$ cat config.mk
export PLATFORM = sky130hd
export DESIGN_NAME = at_response_line_matcher_core_flat
export DESIGN_NICKNAME = d
export VERILOG_FILES = /design/src/rtl/core/atrlm_pkg.sv /design/src/rtl/core/atrlm_item_if.sv /design/src/rtl/core/atrlm_result_if.sv /design/src/rtl/core/atrlm_cfg_if.sv /design/src/rtl/core/at_response_line_matcher_core.sv /design/src/flat_wrapper.sv
export SDC_FILE = /design/constraint.sdc
export NUM_CORES = 1
export LEC_CHECK = 0
export BUFFER_PORTS_ARGS = -buffer_cell sky130_fd_sc_hd__buf_2
export CAP_MARGIN = 10
export CORE_MARGIN = 5
export CORE_UTILIZATION = 35
export DETAILED_ROUTE_END_ITERATION = 8
export GPL_TIMING_DRIVEN = 0
export HOLD_SLACK_MARGIN = 0.02
export MAX_ROUTING_LAYER = met4
export PLACE_DENSITY = 0.57
export SLEW_MARGIN = 20
export SYNTH_ARGS = -nofsm -noshare
export SYNTH_HDL_FRONTEND = slang
export SYNTH_SLANG_ARGS = --single-unit
$ cat constraint.sdc
create_clock -name clk -period 4.2 [get_ports clk]
set_clock_uncertainty 0.2 [all_clocks]
set_input_delay 0.21 -clock clk [delete_from_list [all_inputs] [get_ports clk]]
set_output_delay 0.21 -clock clk [all_outputs]
set_load 0.005 [all_outputs]
$ cat src/rtl/core/atrlm_pkg.sv
`default_nettype none

package atrlm_pkg;

  // Line buffer capacity and expected token size
  localparam int LINE_CAP    = 256;
  localparam int TOKEN_CHARS = 8;
  localparam int COUNT_W     = $clog2(LINE_CAP);

  typedef logic [COUNT_W-1:0] count_t;
  typedef logic [1:0]         kind_t;
  typedef logic [2:0]         outcome_t;
  typedef logic [1:0]         reg_index_t;
  typedef logic [1:0]         track_t;

  // Request kinds
  localparam kind_t KIND_BYTE  = 2'd0;
  localparam kind_t KIND_TICK  = 2'd1;
  localparam kind_t KIND_START = 2'd2;

  // Result outcomes
  localparam outcome_t OUTCOME_OK      = 3'd0;
  localparam outcome_t OUTCOME_BUSY    = 3'd1;
  localparam outcome_t OUTCOME_FAIL    = 3'd2;
  localparam outcome_t OUTCOME_ERROR   = 3'd3;
  localparam outcome_t OUTCOME_TIMEOUT = 3'd4;
  localparam outcome_t OUTCOME_UNSOL   = 3'd5;

  // Configuration register indexes
  localparam reg_index_t REG_TOKEN     = 2'd0;
  localparam reg_index_t REG_TOKEN_LEN = 2'd1;
  localparam reg_index_t REG_WINDOW    = 2'd2;
  localparam reg_index_t REG_UNSOL     = 2'd3;

  // Configuration defaults
  localparam logic [63:0] TOKEN_RESET     = 64'h0000_0000_0000_4F4B;
  localparam logic [3:0]  TOKEN_LEN_RESET = 4'd2;
  localparam logic [9:0]  WINDOW_RESET    = 10'd50;

  // Characters and search patterns
  localparam logic [7:0]  CHAR_CR    = 8'h0D;
  localparam logic [7:0]  CHAR_LF    = 8'h0A;
  localparam logic [7:0]  CHAR_O     = 8'h4F;
  localparam logic [7:0]  CHAR_K     = 8'h4B;
  localparam logic [31:0] PAT_BUSY   = 32'h6275_7379;
  localparam logic [31:0] PAT_FAIL   = 32'h4641_494C;
  localparam logic [39:0] PAT_ERROR  = 40'h45_5252_4F52;

  // Saturation limits
  localparam logic [19:0] ELAPSED_MAX = 20'hF_FFFF;
  localparam logic [9:0]  WINDOW_MAX  = 10'h3FF;

  // Exact "OK" line tracker codes
  localparam track_t TRACK_EMPTY = 2'd0;
  localparam track_t TRACK_O     = 2'd1;
  localparam track_t TRACK_OK    = 2'd2;
  localparam track_t TRACK_OTHER = 2'd3;

  // Found flag bit positions
  localparam int FLAG_BUSY  = 0;
  localparam int FLAG_FAIL  = 1;
  localparam int FLAG_ERROR = 2;
  localparam int FLAG_TOKEN = 3;

endpackage

`default_nettype wire

$ cat src/rtl/core/atrlm_item_if.sv
`default_nettype none

interface atrlm_item_if import atrlm_pkg::*; ();
  logic        valid;
  logic        ready;
  kind_t       kind;
  logic [7:0]  data_byte;
  logic [19:0] cmd_timeout;

  modport source (output valid, kind, data_byte, cmd_timeout, input ready);
  modport sink   (input valid, kind, data_byte, cmd_timeout, output ready);
endinterface

`default_nettype wire

$ cat src/rtl/core/atrlm_result_if.sv
`default_nettype none

interface atrlm_result_if import atrlm_pkg::*; ();
  logic       valid;
  logic       ready;
  outcome_t   outcome;
  logic [7:0] line_length;

  modport source (output valid, outcome, line_length, input ready);
  modport sink   (input valid, outcome, line_length, output ready);
endinterface

`default_nettype wire

$ cat src/rtl/core/atrlm_cfg_if.sv
`default_nettype none

interface atrlm_cfg_if import atrlm_pkg::*; ();
  logic        valid;
  logic        ready;
  reg_index_t  index;
  logic [63:0] data;

  modport source (output valid, index, data, input ready);
  modport sink   (input valid, index, data, output ready);
endinterface

`default_nettype wire

$ cat src/rtl/core/at_response_line_matcher_core.sv
// Channel  Dir  Payload                          Accepted when
// item     in   kind, data_byte, cmd_timeout     item.valid && item.ready
// result   out  outcome, line_length             result.valid && result.ready
// cfg      in   index, data                      cfg.valid (cfg.ready is always high)
//
// One request per cycle: state is updated in a single registered step.
// A result sits in a one-entry output register; item.ready drops only while
// that register is full and result.ready is low.
// rst is synchronous: configuration returns to its defaults ("OK", 2, 50, 0)
// and the block comes up disarmed with an empty line.
`default_nettype none

module at_response_line_matcher_core import atrlm_pkg::*; (
  input  wire logic      clk,
  input  wire logic      rst,
  atrlm_item_if.sink     item,
  atrlm_result_if.source result,
  atrlm_cfg_if.sink      cfg
);

  // Configuration registers
  logic [63:0] expected_token;
  logic [3:0]  token_length;
  logic [9:0]  line_window_ms;
  logic        report_unsolicited;

  // Command and line state
  logic        armed, armed_next;
  logic [19:0] elapsed_ms, elapsed_ms_next;
  logic [9:0]  window_ms, window_ms_next;
  count_t      char_count, char_count_next;
  logic [63:0] recent_chars, recent_chars_next;
  logic [3:0]  found_flags, found_flags_next;
  track_t      exact_ok_track, exact_ok_track_next;
  logic [19:0] limit_ms, limit_ms_next;

  // Output register
  logic        res_valid;
  outcome_t    res_outcome;
  logic [7:0]  res_length;
  logic        result_fire;
  outcome_t    result_outcome_next;
  logic [7:0]  result_length_next;

  logic        accept;
  logic [9:0]  window_eff;
  logic [9:0]  window_inc;
  logic [19:0] elapsed_inc;

  // Character intake
  count_t      count_inc;
  logic [63:0] recent_shift;
  logic [3:0]  token_eff;
  logic [TOKEN_CHARS-1:0] byte_ok;
  logic        token_hit;
  logic [3:0]  flags_take;
  track_t      track_take;

  // Line close decision
  logic        close_hit;
  logic        close_emit;
  outcome_t    close_outcome;

  assign accept     = item.valid && item.ready;
  assign item.ready = !res_valid || result.ready;
  assign cfg.ready  = 1'b1;

  assign result.valid       = res_valid;
  assign result.outcome     = res_outcome;
  assign result.line_length = res_length;

  assign window_eff  = (line_window_ms == '0) ? 10'd1 : line_window_ms;
  assign window_inc  = (window_ms < WINDOW_MAX) ? window_ms + 10'd1 : window_ms;
  assign elapsed_inc = (elapsed_ms < ELAPSED_MAX) ? elapsed_ms + 20'd1 : elapsed_ms;

  // Shift the new character in and search the stream
  assign count_inc    = char_count + count_t'(1);
  assign recent_shift = {recent_chars[55:0], item.data_byte};
  assign token_eff    = (token_length > 4'(TOKEN_CHARS)) ? 4'(TOKEN_CHARS) : token_length;

  always_comb begin
    for (int i = 0; i < TOKEN_CHARS; i++) begin
      byte_ok[i] = (4'(i) >= token_eff) ||
                   (recent_shift[8*i +: 8] == expected_token[8*i +: 8]);
    end
  end

  assign token_hit = (token_eff == 4'd0) ||
                     ((count_inc >= COUNT_W'(token_eff)) && (&byte_ok));

  always_comb begin
    flags_take = found_flags;
    if (count_inc >= COUNT_W'(4) && recent_shift[31:0] == PAT_BUSY) begin
      flags_take[FLAG_BUSY] = 1'b1;
    end
    if (count_inc >= COUNT_W'(4) && recent_shift[31:0] == PAT_FAIL) begin
      flags_take[FLAG_FAIL] = 1'b1;
    end
    if (count_inc >= COUNT_W'(5) && recent_shift[39:0] == PAT_ERROR) begin
      flags_take[FLAG_ERROR] = 1'b1;
    end
    if (token_hit) begin
      flags_take[FLAG_TOKEN] = 1'b1;
    end
  end

  always_comb begin
    case (exact_ok_track)
      TRACK_EMPTY: track_take = (item.data_byte == CHAR_O) ? TRACK_O : TRACK_OTHER;
      TRACK_O:     track_take = (item.data_byte == CHAR_K) ? TRACK_OK : TRACK_OTHER;
      default:     track_take = TRACK_OTHER;
    endcase
  end

  // Pick the close outcome by priority
  assign close_hit  = |found_flags;
  assign close_emit = close_hit || (report_unsolicited && exact_ok_track != TRACK_OK);

  always_comb begin
    if (found_flags[FLAG_BUSY]) begin
      close_outcome = OUTCOME_BUSY;
    end else if (found_flags[FLAG_FAIL]) begin
      close_outcome = OUTCOME_FAIL;
    end else if (found_flags[FLAG_ERROR]) begin
      close_outcome = OUTCOME_ERROR;
    end else if (found_flags[FLAG_TOKEN]) begin
      close_outcome = OUTCOME_OK;
    end else begin
      close_outcome = OUTCOME_UNSOL;
    end
  end

  // Next state for one request
  always_comb begin
    armed_next          = armed;
    elapsed_ms_next     = elapsed_ms;
    window_ms_next      = window_ms;
    char_count_next     = char_count;
    recent_chars_next   = recent_chars;
    found_flags_next    = found_flags;
    exact_ok_track_next = exact_ok_track;
    limit_ms_next       = limit_ms;
    result_fire         = 1'b0;
    result_outcome_next = OUTCOME_TIMEOUT;
    result_length_next  = '0;

    if (accept) begin
      case (item.kind)
        KIND_START: begin
          armed_next          = 1'b1;
          elapsed_ms_next     = '0;
          limit_ms_next       = item.cmd_timeout;
          char_count_next     = '0;
          recent_chars_next   = '0;
          found_flags_next    = '0;
          exact_ok_track_next = TRACK_EMPTY;
          window_ms_next      = '0;
          if (item.cmd_timeout == '0) begin
            armed_next  = 1'b0;
            result_fire = 1'b1;
          end
        end

        KIND_BYTE: begin
          if (armed && item.data_byte != CHAR_CR) begin
            if ((item.data_byte == CHAR_LF && char_count != '0) ||
                (item.data_byte != CHAR_LF && char_count == count_t'(LINE_CAP - 1))) begin
              // Close the line; a character at the cap is dropped
              result_fire         = close_emit;
              result_outcome_next = close_outcome;
              result_length_next  = 8'(char_count);
              if (close_hit) begin
                armed_next = 1'b0;
              end
              char_count_next     = '0;
              recent_chars_next   = '0;
              found_flags_next    = '0;
              exact_ok_track_next = TRACK_EMPTY;
              window_ms_next      = '0;
            end else if (item.data_byte != CHAR_LF) begin
              char_count_next     = count_inc;
              recent_chars_next   = recent_shift;
              found_flags_next    = flags_take;
              exact_ok_track_next = track_take;
            end
          end
        end

        KIND_TICK: begin
          if (armed) begin
            elapsed_ms_next = elapsed_inc;
            window_ms_next  = window_inc;
            if (char_count != '0 && window_inc >= window_eff) begin
              // Window ran out with characters held: close the line
              result_fire         = close_emit;
              result_outcome_next = close_outcome;
              result_length_next  = 8'(char_count);
              if (close_hit) begin
                armed_next = 1'b0;
              end
              char_count_next     = '0;
              recent_chars_next   = '0;
              found_flags_next    = '0;
              exact_ok_track_next = TRACK_EMPTY;
              window_ms_next      = '0;
            end else if (char_count == '0 && window_inc >= window_eff) begin
              window_ms_next = '0;
            end

            // Check the overall timeout when nothing came out and either no line is pending or its window ran out
            if (!result_fire && (char_count == '0 || window_inc >= window_eff) &&
                elapsed_inc >= limit_ms) begin
              armed_next          = 1'b0;
              char_count_next     = '0;
              recent_chars_next   = '0;
              found_flags_next    = '0;
              exact_ok_track_next = TRACK_EMPTY;
              window_ms_next      = '0;
              result_fire         = 1'b1;
              result_outcome_next = OUTCOME_TIMEOUT;
              result_length_next  = '0;
            end
          end
        end

        default: begin
        end
      endcase
    end
  end

  // Configuration writes
  always_ff @(posedge clk) begin
    if (rst) begin
      expected_token     <= TOKEN_RESET;
      token_length       <= TOKEN_LEN_RESET;
      line_window_ms     <= WINDOW_RESET;
      report_unsolicited <= 1'b0;
    end else if (cfg.valid) begin
      unique case (cfg.index)
        REG_TOKEN:     expected_token     <= cfg.data;
        REG_TOKEN_LEN: token_length       <= cfg.data[3:0];
        REG_WINDOW:    line_window_ms     <= cfg.data[9:0];
        REG_UNSOL:     report_unsolicited <= cfg.data[0];
        default: begin
        end
      endcase
    end
  end

  // Advance command and line state
  always_ff @(posedge clk) begin
    if (rst) begin
      armed          <= 1'b0;
      elapsed_ms     <= '0;
      window_ms      <= '0;
      char_count     <= '0;
      recent_chars   <= '0;
      found_flags    <= '0;
      exact_ok_track <= TRACK_EMPTY;
      limit_ms       <= '0;
    end else begin
      armed          <= armed_next;
      elapsed_ms     <= elapsed_ms_next;
      window_ms      <= window_ms_next;
      char_count     <= char_count_next;
      recent_chars   <= recent_chars_next;
      found_flags    <= found_flags_next;
      exact_ok_track <= exact_ok_track_next;
      limit_ms       <= limit_ms_next;
    end
  end

  // Hold a result until taken; load a new one on the same edge it drains
  always_ff @(posedge clk) begin
    if (rst) begin
      res_valid <= 1'b0;
    end else if (result_fire) begin
      res_valid <= 1'b1;
    end else if (result.ready) begin
      res_valid <= 1'b0;
    end
  end

  always_ff @(posedge clk) begin
    if (result_fire) begin
      res_outcome <= result_outcome_next;
      res_length  <= result_length_next;
    end
  end

`ifndef ASSERT_OFF
  a_timeout_len: assert property (@(posedge clk) disable iff (rst)
    res_valid && res_outcome == OUTCOME_TIMEOUT |-> res_length == '0)
    else $error("timeout result carries a nonzero line length");

  a_end_disarms: assert property (@(posedge clk) disable iff (rst)
    result_fire && result_outcome_next != OUTCOME_UNSOL |=> !armed)
    else $error("command-ending result left the block armed");

  a_idle_line_empty: assert property (@(posedge clk) disable iff (rst)
    !armed |-> char_count == '0 && found_flags == '0)
    else $error("line state held while disarmed");

  a_result_source: assert property (@(posedge clk) disable iff (rst)
    !res_valid ##1 res_valid |-> $past(accept))
    else $error("result appeared without an accepted request");
`endif

endmodule

`default_nettype wire
$ cat src/flat_wrapper.sv
// flat-port wrapper written by rule: the top's interface ports become plain ports
module at_response_line_matcher_core_flat import atrlm_pkg::*;
  (clk, rst, item_valid, item_kind, item_data_byte, item_cmd_timeout, item_ready, result_valid, result_outcome, result_line_length, result_ready, cfg_valid, cfg_index, cfg_data, cfg_ready);
  atrlm_item_if item_i ();
  atrlm_result_if result_i ();
  atrlm_cfg_if cfg_i ();
  input  wire logic clk;
  input  wire logic rst;
  input wire logic [$bits(item_i.valid)-1:0] item_valid;
  input wire logic [$bits(item_i.kind)-1:0] item_kind;
  input wire logic [$bits(item_i.data_byte)-1:0] item_data_byte;
  input wire logic [$bits(item_i.cmd_timeout)-1:0] item_cmd_timeout;
  output wire logic [$bits(item_i.ready)-1:0] item_ready;
  output wire logic [$bits(result_i.valid)-1:0] result_valid;
  output wire logic [$bits(result_i.outcome)-1:0] result_outcome;
  output wire logic [$bits(result_i.line_length)-1:0] result_line_length;
  input wire logic [$bits(result_i.ready)-1:0] result_ready;
  input wire logic [$bits(cfg_i.valid)-1:0] cfg_valid;
  input wire logic [$bits(cfg_i.index)-1:0] cfg_index;
  input wire logic [$bits(cfg_i.data)-1:0] cfg_data;
  output wire logic [$bits(cfg_i.ready)-1:0] cfg_ready;
  assign item_i.valid = item_valid;
  assign item_i.kind = item_kind;
  assign item_i.data_byte = item_data_byte;
  assign item_i.cmd_timeout = item_cmd_timeout;
  assign item_ready = item_i.ready;
  assign result_valid = result_i.valid;
  assign result_outcome = result_i.outcome;
  assign result_line_length = result_i.line_length;
  assign result_i.ready = result_ready;
  assign cfg_i.valid = cfg_valid;
  assign cfg_i.index = cfg_index;
  assign cfg_i.data = cfg_data;
  assign cfg_ready = cfg_i.ready;
  at_response_line_matcher_core u_core (.clk(clk), .rst(rst), .item(item_i), .result(result_i), .cfg(cfg_i));
endmodule
Word level (Yosys, flattened, before mapping)

Cells that the tools add are included.

Output and inout bits: 14
Register bits after elaboration: 212
Logic and storage cells: 211
Input bits: 101

$lt $le $gt $ge: 16
Equal/unequal tests: 34
Reduce and logical (&&, ||, !) cells: 54
Add/subtract/negate cells: 3
Mux-type cells: 86

Operator list:

| operator                                                                            | count |
|---|---|
| 56-bit two-way mux                                                                  | 6 |
| 56-bit one-hot mux with 3 select lines                                              | 1 |
| 8-bit two-way mux                                                                   | 11 |
| 10-bit two-way mux                                                                  | 8 |
| 32-bit by 31-bit == test with 1-bit output, second input constant                   | 2 |
| 8-bit == test                                                                       | 8 |
| 40-bit by 39-bit == test with 1-bit output, second input constant                   | 1 |
| 20-bit two-way mux                                                                  | 2 |
| 20-bit one-hot mux with 2 select lines                                              | 1 |
| 10-bit one-hot mux with 3 select lines                                              | 1 |
| 4-bit two-way mux                                                                   | 7 |
| 7-bit AND reduction                                                                 | 4 |
| 3-bit two-way mux                                                                   | 9 |
| 1-bit two-way mux                                                                   | 25 |
| 8-bit one-hot mux with 3 select lines                                               | 1 |
| 20-bit by 1-bit adder with 20-bit output, second input constant                     | 1 |
| 20-bit greater-or-equal comparator                                                  | 1 |
| 20-bit logical NOT                                                                  | 1 |
| 20-bit < comparator, second input constant                                          | 1 |
| 3-bit by 1-bit != test with 1-bit output, second input constant                     | 6 |
| 8-bit by 7-bit == test with 1-bit output, second input constant                     | 2 |
| 3-bit by 4-bit greater-or-equal comparator with 1-bit output, first input constant  | 4 |
| 8-bit by 3-bit greater-or-equal comparator with 1-bit output, second input constant | 2 |
| 8-bit by 4-bit != test with 1-bit output, second input constant                     | 2 |
| 37 further kinds                                                                    | 86 |

Depth between registers and ports, before layout

Gate-level depths: netlist (run 1).

Depth in word-level cells: 16
Gate-level depth with buffers: 18
Depth with buffers taken out: 15

Worst setup path after synthesis (run 1)

OpenSTA, ideal clock, no wires.

Kind: reg2reg
Start: register u_core.elapsed_ms[0]
End: register u_core.char_count[4]
Slack: 0.337 ns
Arrival: 3.531 ns
Stages on the path, launching flop included: 18
Clock period less this slack: 3.863 ns
Data required time: 3.868 ns
Buffers on the path: 3
Library setup time: 0.132 ns
Path through: dfxtp_1 ha_1 nand2_1 or2_1 o21bai_1 or3_1 xnor2_1 ha_1 a21oi_1 nand2_1 a211o_1 or3b_1 o21a_1 buf_2 buf_6 buf_4 nand4b_1 a21oi_1

Longest elaborated chain between the ends: 7
Elaborated cells between the ends (all ways): 10
Classes of those cells: add/sub: 1; order compare: 2; eq/ne: 1; mux: 4; reduce/logical: 2

RTL lines:

| element                                                                                | RTL line                             | RTL |
|---|---|---|
| start: declaration                                                                     | at_response_line_matcher_core.sv:29  | `logic [19:0] elapsed_ms, elapsed_ms_next;` |
| start signal: assignment                                                               | at_response_line_matcher_core.sv:264 | `elapsed_ms <= elapsed_ms_next;` |
| 20-bit by 1-bit adder with 20-bit output / 20-bit < comparator (equally long branches) | at_response_line_matcher_core.sv:74  | `assign elapsed_inc = (elapsed_ms < ELAPSED_MAX) ? elapsed_ms + 20'd1 : elapsed_ms;` |
| 20-bit two-way mux *                                                                   | at_response_line_matcher_core.sv:74  |  |
| 20-bit greater-or-equal comparator *                                                   | at_response_line_matcher_core.sv:212 | `elapsed_inc >= limit_ms) begin` |
| 1-bit logical AND *                                                                    | at_response_line_matcher_core.sv:211 | `if (!result_fire && (char_count == '0 \|\| window_inc >= window_eff) &&` |
| 8-bit two-way mux                                                                      | at_response_line_matcher_core.sv:211 |  |
| 8-bit two-way mux                                                                      | at_response_line_matcher_core.sv:190 | `if (armed) begin` |
| 8-bit one-hot mux with 3 select lines                                                  | at_response_line_matcher_core.sv:148 | `case (item.kind)` |
| end signal: assignment                                                                 | at_response_line_matcher_core.sv:266 | `char_count <= char_count_next;` |
| end: declaration                                                                       | at_response_line_matcher_core.sv:31  | `count_t char_count, char_count_next;` |

Every way passes the cells marked *; elsewhere a longest branch is shown, timed or not. The select of a mux whose other input is x is not followed.
A chain may end at the register's enable or synchronous reset.

Worst setup path in the final report (run 1)

Start: register u_core.elapsed_ms[0]
End: register u_core.recent_chars[55]

Longest elaborated chain between the ends: 7
Elaborated cells between the ends (all ways): 10
Classes of those cells: add/sub: 1; order compare: 2; eq/ne: 1; mux: 4; reduce/logical: 2

RTL lines:

| element                                                                                | RTL line                             | RTL |
|---|---|---|
| 20-bit by 1-bit adder with 20-bit output / 20-bit < comparator (equally long branches) | at_response_line_matcher_core.sv:74  |  |
| 20-bit two-way mux *                                                                   | at_response_line_matcher_core.sv:74  |  |
| 20-bit greater-or-equal comparator *                                                   | at_response_line_matcher_core.sv:212 |  |
| 1-bit logical AND *                                                                    | at_response_line_matcher_core.sv:211 |  |
| 56-bit two-way mux                                                                     | at_response_line_matcher_core.sv:211 |  |
| 56-bit two-way mux                                                                     | at_response_line_matcher_core.sv:190 |  |
| 56-bit one-hot mux with 3 select lines                                                 | at_response_line_matcher_core.sv:148 |  |
| end signal: assignment                                                                 | at_response_line_matcher_core.sv:267 | `recent_chars <= recent_chars_next;` |
| end: declaration                                                                       | at_response_line_matcher_core.sv:32  | `logic [63:0] recent_chars, recent_chars_next;` |

Marks and branches as above.

==> qor.yml, run 1 <==
synth-main-ff-cell: "dfxtp_1"
cts_tree: "done"
synth_cell_types: 73
final-instance-count-excl-fill: 1991
status: "completed"
coreArea_sq_um: 29800
setup_violations: 0
finish.utilization: 0.463
synth_compound_area_frac: 0.152
routed_via_density: 5.15
crit_type: "register to register"
dp_slack_ps: -396
areaGrowthSynthToFinish_pct: 29.9
antenna_found_initial: 4
place.gp.congestion: 0.881
yosys.area_share.simple: 0.264
startpoint_type: "register"
setup_ws_ps: 166
placedCellCount: 1837
power_density_nw_per_um2: 345
period_share: 0.961
wirelength_um: 33300
clockBufferDepth: 3
period_needed_ps: 4030
design_area_sq_um: 13800
grt_pass1_wl_um: 52500
drive_gt1_frac: 0.146
cpMostUsedCell: "nand3_1"
cpLargestDelayFamily: "simple AND/OR/NAND/NOR gates"
avgSynthCellArea_sq_um: 7.94
remaining_drc_errors: 0
cp-end-kind: "register"
irDropWorstVdd_v: 0.000270
crit_slowest_cell: "or3b_4"
insertion_delay_ps: 540
root_buffer: "clkbuf_16"
hpwl_um: 23800
synth_fa_ha_area_frac: 0.0448
initial_core_util: 0.356
cts_made_buffers: 25
synth_edf_count: 11
worstPathMaxFanout: 10
cp_num_buf_inv: 2
arrival_ps: 4220
slowest_delay_ps: 410
numPortBuffers: 110
cp.required_ps: 4390
yosysWarningCount: 0
maxCapViolCount: 0
tightest_slew_ps: 906
overflow: 0
syn_area_sq_um: 10600
rows: 63
grt_pass1_vias: 9971
htree_levels: 1
path_clk_slew_ps: 60
cp_cell_sequence: "ha_2 -> nand2_1 -> or2_4 -> o21bai_4 -> or3_4 -> xnor2_2 -> ha_1 -> nand3_1 -> a31oi_1 -> a211o_1 -> or3b_4 -> o21a_2 -> buf_6 -> buf_4 -> nand3_1 -> a21oi_1"
synthTopCellsByArea: "dfxtp_1, nand2_1, a21oi_1, xor2_1, nand3_1"
dr.first_iter.drc_count: 647
ys_seq_area_frac: 0.410
synthXorXnorAreaFrac: 0.0743
final_nets: 1720
final-hold-violation-count: 0
wl_per_cell_um: 16.7
die_area_sq_um: 33900
die_width_um: 184
synth_mux_area_frac: 0.00908
drv_slew: 0
layout_common_cells: "nand2_1, dfxtp_1, a21oi_1"
p_total_w: 0.00476
syn_nets: 1476
yosys_register_bits: 212
ant_nets: 0
placed_cell_area_sq_um: 11700
synthCells: 1337
first_pass_iters: 5
synthArstFlopShare: 0
ios: 115
synth_top_family_by_area: "simple AND/OR/NAND/NOR gates"
clkSinkCount: 212
hold_path_class: "primary input to register"
p_leak_nw: 5.36
grt_max_degree: 14
synth_top_area_share: 0.379
synth_largest_area_cell: "dfxtp_1"
r2r_setup_slack_ps: 170
grt_util_all_layers: 0.194
fmax_mhz: 248
slew_headroom: 0.396
die-height_um: 184
final_common_cell: "nand2_1"
vias: 10262
## per-stage QoR
stage               hold WS [ps]  setup TNS, ps
finish                      63.0              0
global route                 116          -88.1
CTS                         49.2           -379
detailed placement           250         -25070
global placement             245         -21290
floorplan                    134              0
## cell families (layout without fill, tap and decap cells)
| family | count (synthesis) | count (layout) |
|---|---|---|
| muxes | 9 | 9 |
| buffers and inverters | 114 | 373 |
| AOI/OAI and AO/OA | 272 | 273 |
| adders and majority gates | 38 | 38 |
| and+or+nand+nor | 601 | 601 |
| other | 1 | 5 |
| DFF | 212 | 212 |
| xor gates and xnor gates | 90 | 90 |
## tightest hold or removal path, delay by kind of cell
kind,cells,cell delay (ps)
buffers and inverters,2,340
AOI/OAI and AO/OA,1,60
and+or+nand+nor,1,110
## per-layer routing
metal,share of wire,vias to the layer above,global-route usage
met4,0.020,0,0.0417
met5,0,-,-
met2,0.48,243,0.323
met1,0.46,4824,0.257
met3,0.044,43,0.0225
li1,-,5152,-
## worst paths after layout
path / from / to / cells past startpoint
max: u_core.elapsed_ms[0]$_SDFFE_PP0P_ / u_core.recent_chars[55]$_SDFFE_PP0P_ / 16
min: item_kind[1] / u_core.armed$_SDFFE_PP0P_ / 4
max reg2reg: u_core.elapsed_ms[0]$_SDFFE_PP0P_ / u_core.recent_chars[55]$_SDFFE_PP0P_ / 16
min reg2reg: u_core.limit_ms[18]$_SDFFE_PP0P_ / u_core.limit_ms[18]$_SDFFE_PP0P_ / 2
## layout make-up
class                   instances  area (sq um)
well taps                     390           488
clock buffers                  40           762
plain buffers                  74           342
clock inverters                 3          55.1
flip-flops and latches        212          4360
fillers                      2937         16000
diodes                          4          10.0
repair buffers                217          1610
inverters                      39           146
multi-input cells            1012          6030
## cell usage after synthesis, drive strengths merged (18+ instances only)
master / count
clkbuf: 50
nand4: 18
nand2: 302
nand3: 98
nor3: 22
buf: 25
nor4: 26
o21ai: 28
a21oi: 172
dfxtp: 201
xnor2: 28
ha: 38
nor2: 60
xor2: 62
inv: 39
## power by group
group / leakage, nW / internal [W] / total [W] / switching, W
clock network: 0.402 / 0.00130 / 0.00217 / 0.000875
registers: 1.73 / 0.00206 / 0.00210 / 0.0000310
logic: 3.22 / 0.000206 / 0.000493 / 0.000287
## registers in the layout, summed over array words and instances, names as in the netlist
| signal | cells |
|---|---|
| u_core.armed | 1 |
| u_core.found_flags | 4 |
| u_core.report_unsolicited | 1 |
| u_core.recent_chars | 56 |
| u_core.result.valid | 1 |
| u_core.window_ms | 10 |
| u_core.result.outcome | 3 |
| u_core.line_window_ms | 10 |
| u_core.exact_ok_track | 2 |
| u_core.token_length | 4 |
| u_core.result.line_length | 8 |
| u_core.elapsed_ms | 20 |
| u_core.limit_ms | 20 |
| u_core.char_count | 8 |
| u_core.expected_token | 64 |
## repair_timing
item                       in CTS  in global routing
hold buffers                   99                  0
buffers inserted                2                  6
hold endpoints to repair      109                  0
setup endpoints to repair     101                103
resized for setup              21                 32
pin swaps                       3                  8
cloned                          0                  1
Power figures use the tool's default switching activity.
==> inputs of run 2 (changes only) <==
--- a/config.mk
+++ b/config.mk
@@ -11,7 +11,7 @@
 export CORE_UTILIZATION = 35
 export DETAILED_ROUTE_END_ITERATION = 8
 export GPL_TIMING_DRIVEN = 0
-export HOLD_SLACK_MARGIN = 0.02
+export HOLD_SLACK_MARGIN = 0.12
 export MAX_ROUTING_LAYER = met4
 export PLACE_DENSITY = 0.57
 export SLEW_MARGIN = 20
==> qor.yml, run 2 (synthesis gave the netlist of run 1 again) <==
routed_via_density: 5.16  # was 5.15
regArea_sq_um: 4360  # unchanged
fillers: 2936  # was 2937
hpwl_um: 23800  # unchanged
p_leak_nw: 5.37  # was 5.36 nW
grt_max_degree: 14  # unchanged
maxCapViolCount: 0  # unchanged
hold_path_class: "primary input to register"  # unchanged
die_area_sq_um: 33900  # unchanged
overflow: 0  # unchanged
cpMostUsedCell: "nand3_1"  # unchanged
die-height_um: 184  # unchanged
antenna_found_initial: 4  # unchanged
cp-startpoint: "u_core.elapsed_ms[0]$_SDFFE_PP0P_"  # unchanged
cp.required_ps: 4390  # about the same
cp-end-kind: "register"  # unchanged
slew_headroom: 0.398  # was 0.396
cts_made_buffers: 25  # unchanged
finish.utilization: 0.464  # was 0.463
placedCellCount: 1837  # unchanged
cp_num_buf_inv: 2  # unchanged
clkSinkCount: 212  # unchanged
htree_levels: 1  # unchanged
final-instance-count-excl-fill: 1993  # was 1991
final_common_cell: "nand2_1"  # unchanged
wirelength_um: 33300  # about the same
period_needed_ps: 4030  # about the same
dr.first_iter.drc_count: 635  # was 647
setup-tns-final_ps: 0  # unchanged
wl_per_cell_um: 16.7  # about the same
ant_nets: 0  # unchanged
drive_gt1_frac: 0.146  # about the same
die_width_um: 184  # unchanged
r2r_setup_slack_ps: 170  # about the same
grt_pass1_vias: 9995  # was 9971
layout_top_registers: "u_core.expected_token x64, u_core.recent_chars x56"  # unchanged
vias: 10287  # was 10262
arrival_ps: 4220  # about the same
ios: 115  # unchanged
tightest_slew_ps: 903  # was 906 ps
worstPathMaxFanout: 10  # unchanged
place.gp.congestion: 0.881  # unchanged
cpLargestDelayFamily: "simple AND/OR/NAND/NOR gates"  # unchanged
slowest_delay_ps: 410  # about the same
clockBufferDepth: 3  # unchanged
irDropWorstVdd_v: 0.000270  # about the same
r2r_start: "u_core.elapsed_ms[0]$_SDFFE_PP0P_"  # unchanged
initial_core_util: 0.356  # unchanged
coreArea_sq_um: 29800  # unchanged
path_clk_slew_ps: 60  # about the same
rows: 63  # unchanged
cp_cell_sequence: "ha_2 -> nand2_1 -> or2_4 -> o21bai_4 -> or3_4 -> xnor2_2 -> ha_1 -> nand3_1 -> a31oi_1 -> a211o_1 -> or3b_4 -> o21a_2 -> buf_6 -> buf_4 -> nand3_1 -> a21oi_1"  # unchanged
areaGrowthSynthToFinish_pct: 30.1  # was 29.9%
timing.hold.ws_ps: 166  # was 63.0 ps
multiInputGateArea_sq_um: 6030  # unchanged
grt_pass1_wl_um: 52600  # was 52500 um
final_nets: 1722  # was 1720
final-hold-violation-count: 0  # unchanged
remaining_drc_errors: 0  # unchanged
fmax_mhz: 248  # about the same
numPortBuffers: 110  # unchanged
worstHoldStart: "item_kind[0]"  # was item_kind[1]
cts_tree: "done"  # unchanged
layout_common_cells: "nand2_1, dfxtp_1, a21oi_1"  # unchanged
crit_slowest_cell: "or3b_4"  # unchanged
grt_util_all_layers: 0.194  # about the same
root_buffer: "clkbuf_16"  # unchanged
power_density_nw_per_um2: 345  # about the same
first_pass_iters: 5  # unchanged
startpoint_type: "register"  # unchanged
crit_type: "register to register"  # unchanged
p_total_w: 0.00477  # was 0.00476 W
largest_reg_flops: 64  # unchanged
insertion_delay_ps: 540  # about the same
regMostFlops: "u_core.expected_token"  # unchanged
period_share: 0.959  # was 0.961
setup_violations: 0  # unchanged
drv_slew: 0  # unchanged
status: "completed"  # unchanged
-- run 2: changes by cell type in the layout (fill, tap and decap cells not counted) --
cell and change:
dlygate4sd3_1 +2
-- run 2: layout make-up --
| cell class | instances | area share |
|---|---|---|
| Sequential cell | 212 | 0.316 |
| Multi-Input combinational cell | 1012 | 0.436 |
| Clock inverter | 3 | 0.00399 |
| Buffer | 74 | 0.0247 |
| Clock buffer | 40 | 0.0552 |
| Inverter | 39 | 0.0106 |
| Tap cell | 390 | 0.0353 |
| Antenna cell | 4 | 0.000725 |
| Timing Repair Buffer | 219 | 0.118 |
-- run 2: final timing paths --
| check | depth (start not counted) | to |
|---|---|---|
| min reg2reg | 2 | u_core.limit_ms[18]$_SDFFE_PP0P_ |
| max reg2reg | 16 | u_core.recent_chars[55]$_SDFFE_PP0P_ |
| max | 16 | u_core.recent_chars[55]$_SDFFE_PP0P_ |
| min | 6 | u_core.armed$_SDFFE_PP0P_ |
-- run 2: worst reg2reg max path, stage by stage, from the launching register on --
cell	delay [ps]
dfxtp_2	370
ha_2	200
nand2_1	110
or2_4	280
o21bai_4	210
or3_4	370
xnor2_2	160
ha_1	310
nand3_1	90
a31oi_1	100
a211o_1	290
or3b_4	410
o21a_2	280
buf_6	180
buf_4	180
nand3_1	90
a21oi_1	60
-- run 2: per-stage QoR --
| step | cell area (sq um) | setup slack (ps) |
|---|---|---|
| after global routing | 13800 | -20.0 |
| after floorplan | 10600 | 337 |
| after detailed placement | 11700 | -396 |
| after global placement | 11700 | -384 |
| after CTS | 13600 | -50.9 |
| final | 13800 | 171 |
-- run 2: repair_timing --
item                                   in CTS  in global routing
buffers inserted                            2                  6
gates resized for setup                    21                 32
hold buffers                              101                  0
cloned                                      0                  1
endpoints found under the hold margin     116                  0
setup endpoints to repair                 101                103
pin swaps                                   3                  8
-- run 2: metal layers --
| metal | vias up | share of wire | GRT usage |
|---|---|---|---|
| li1 | 5158 | - | - |
| met1 | 4844 | 0.46 | 0.256 |
| met2 | 243 | 0.48 | 0.323 |
| met3 | 42 | 0.046 | 0.0229 |
| met4 | 0 | 0.020 | 0.0417 |
| met5 | - | 0 | - |
-- run 2: power by group --
| group | switching (W) | leakage (nW) | internal, W |
|---|---|---|---|
| sequential | 0.0000309 | 1.73 | 0.00206 |
| combinational | 0.000288 | 3.23 | 0.000207 |
| clock | 0.000876 | 0.402 | 0.00130 |
==> inputs of run 3 (changes only) <==
--- a/config.mk
+++ b/config.mk
@@ -9,6 +9,8 @@
 export CAP_MARGIN = 10
 export CORE_MARGIN = 5
 export CORE_UTILIZATION = 35
+export CTS_BUF_LIST = sky130_fd_sc_hd__clkbuf_8
+export CTS_CLUSTER_DIAMETER = 60
 export DETAILED_ROUTE_END_ITERATION = 8
 export GPL_TIMING_DRIVEN = 0
 export HOLD_SLACK_MARGIN = 0.12
==> qor.yml, run 3 (synthesis gave the netlist of run 1 again) <==
status: "completed"  # unchanged
startpoint_type: "register"  # unchanged
regArea_sq_um: 4370  # was 4360 sq um
cp-end-kind: "register"  # unchanged
r2r_setup_slack_ps: 110  # was 170 ps
fmax_mhz: 245  # was 248 MHz
clockBufferDepth: 3  # unchanged
arrival_ps: 4350  # was 4220 ps
die_area_sq_um: 33900  # unchanged
initial_core_util: 0.356  # unchanged
drive_gt1_frac: 0.157  # was 0.146
cts_made_buffers: 41  # was 25
insertion_delay_ps: 560  # was 540 ps
grt_pass1_wl_um: 53200  # was 52600 um
r2r_cells: 16  # unchanged
crit_end: "u_core.char_count[4]$_SDFFE_PP0P_"  # was u_core.recent_chars[55]$_SDFFE_PP0P_
multiInputGateArea_sq_um: 6000  # was 6030 sq um
overflow: 0  # unchanged
largest_reg_flops: 64  # unchanged
period_share: 0.973  # was 0.959
power_density_nw_per_um2: 326  # was 345 nW/um^2
p_leak_nw: 5.43  # was 5.37 nW
die-height_um: 184  # unchanged
hold_path_class: "primary input to register"  # unchanged
rows: 63  # unchanged
first_pass_iters: 5  # unchanged
final-instance-count-excl-fill: 2024  # was 1993
grt_util_all_layers: 0.198  # was 0.194
crit_type: "register to register"  # unchanged
coreArea_sq_um: 29800  # unchanged
slew_headroom: 0.398  # about the same
r2r_start: "u_core.elapsed_ms[0]$_SDFFE_PP0P_"  # unchanged
routed_via_density: 5.11  # was 5.16
dr.first_iter.drc_count: 585  # was 635
cp.depth: 16  # unchanged
cp_cell_sequence: "ha_2 -> nand2_2 -> or2_4 -> o21bai_4 -> or3_1 -> xnor2_2 -> ha_1 -> nand3_1 -> a31oi_1 -> a211o_1 -> or3b_4 -> o21ai_4 -> buf_6 -> buf_12 -> o21ai_0 -> a21oi_1"  # was ha_2 -> nand2_1 -> or2_4 -> o21bai_4 -> or3_4 -> xnor2_2 -> ha_1 -> nand3_1 -> a31oi_1 -> a211o_1 -> or3b_4 -> o21a_2 -> buf_6 -> buf_4 -> nand3_1 -> a21oi_1
period_needed_ps: 4090  # was 4030 ps
wl_per_cell_um: 16.6  # was 16.7 um
drv_slew: 0  # unchanged
grt_max_degree: 12  # was 14
wirelength_um: 33700  # was 33300 um
grt_pass1_vias: 10193  # was 9995
vias: 10335  # was 10287
r2r_end: "u_core.char_count[4]$_SDFFE_PP0P_"  # was u_core.recent_chars[55]$_SDFFE_PP0P_
cts_tree: "done"  # unchanged
cp_num_buf_inv: 2  # unchanged
crit_slowest_cell: "or3b_4"  # unchanged
remaining_drc_errors: 0  # unchanged
irDropWorstVdd_v: 0.000213  # was 0.000270 V
worstPathMaxFanout: 6  # was 10
cp-startpoint: "u_core.elapsed_ms[0]$_SDFFE_PP0P_"  # unchanged
cpLargestDelayFamily: "simple AND/OR/NAND/NOR gates"  # unchanged
path_clk_slew_ps: 60  # about the same
fillers: 2999  # was 2936
htree_levels: 2  # was 1
die_width_um: 184  # unchanged
numPortBuffers: 110  # unchanged
slowest_delay_ps: 440  # was 410 ps
hpwl_um: 23800  # unchanged
ios: 115  # unchanged
final_nets: 1742  # was 1722
clkSinkCount: 212  # unchanged
areaGrowthSynthToFinish_pct: 29.7  # was 30.1%
antenna_found_initial: 4  # unchanged
tightest_slew_ps: 902  # was 903 ps
setup_violations: 0  # unchanged
place.gp.congestion: 0.881  # unchanged
ant_nets: 0  # unchanged
maxCapViolCount: 0  # unchanged
root_buffer: "clkbuf_8"  # was clkbuf_16
cp.required_ps: 4470  # was 4390 ps
regMostFlops: "u_core.expected_token"  # unchanged
timing.hold.ws_ps: 234  # was 166 ps
layout_common_cells: "nand2_1, dfxtp_1, a21oi_1"  # unchanged
layout_top_registers: "u_core.expected_token x64, u_core.recent_chars x56"  # unchanged
final_common_cell: "nand2_1"  # unchanged
placedCellCount: 1837  # unchanged
final-hold-violation-count: 0  # unchanged
==> run 3: what timing repair did <==
action                     CTS  global route
pin swaps                    3            11
resized for setup           30            29
setup endpoints to repair  101            93
setup buffers                4             9
hold buffers               103             0
hold endpoints to repair   121             0
cloned                       0             1
==> run 3: where the power goes <==
group / total [W] / leakage [nW] / switching, W / internal (W)
registers: 0.00210 / 1.74 / 0.0000311 / 0.00207
clock network: 0.00188 / 0.443 / 0.000897 / 0.000980
logic: 0.000508 / 3.25 / 0.000292 / 0.000216
total: 0.00448 / 5.43 / 0.00122 / 0.00326
==> run 3: cell type report <==
type / instances / share of cell area
clock buffer: 45 / 0.0450
inverter: 39 / 0.0106
timing repair buffer: 226 / 0.123
tap: 390 / 0.0354
multi-input combinational: 1012 / 0.436
buffer: 71 / 0.0238
antenna: 4 / 0.000727
clock inverter: 25 / 0.00818
sequential: 212 / 0.317
==> run 3: how the worst min path moves through the flow <==
| stage | startpoint | to | slack, ps | depth (start not counted) |
|---|---|---|---|---|
| after floorplan | cfg_data[0] | u_core.expected_token[0]$_SDFFE_PP1P_ | 130 | 2 |
| after global routing | cfg_data[14] | u_core.expected_token[14]$_SDFFE_PP1P_ | 240 | 4 |
| after detailed placement | u_core.limit_ms[6]$_SDFFE_PP0P_ | u_core.limit_ms[6]$_SDFFE_PP0P_ | 250 | 2 |
| after CTS | cfg_data[14] | u_core.expected_token[14]$_SDFFE_PP1P_ | 220 | 4 |
| after global placement | u_core.limit_ms[19]$_SDFFE_PP0P_ | u_core.limit_ms[19]$_SDFFE_PP0P_ | 240 | 2 |
| final | cfg_data[10] | u_core.expected_token[10]$_SDFFE_PP1P_ | 230 | 4 |
==> run 3: stage by stage <==
stage | util | instance area, sq um | setup slack [ps] | setup TNS (ps) | total power [W]
global placement | 0.391 | 11700 | -384 | -21290 | 0.00253
finish | 0.462 | 13800 | 113 | 0 | 0.00448
global route | 0.462 | 13800 | -38.4 | -325 | 0.00468
CTS | 0.455 | 13600 | 8.35 | 0 | 0.00450
floorplan | - | 10600 | 337 | 0 | 0.00236
detailed placement | 0.391 | 11700 | -396 | -25070 | 0.00253
==> run 3: worst min-delay path: cells and delay by family <==
kind | cells | cell delay (ps)
AND/OR/NAND/NOR | 2 | 110
buffers and inverters | 2 | 630
==> run 3: metal layers <==
layer  vias to the layer above  routed length, um  global-route usage
li1                       5202                  -                   -
met1                      4848              15400               0.257
met2                       236              16200               0.325
met3                        49               1470              0.0296
met4                         0                650              0.0509
met5                         -                  0                   -
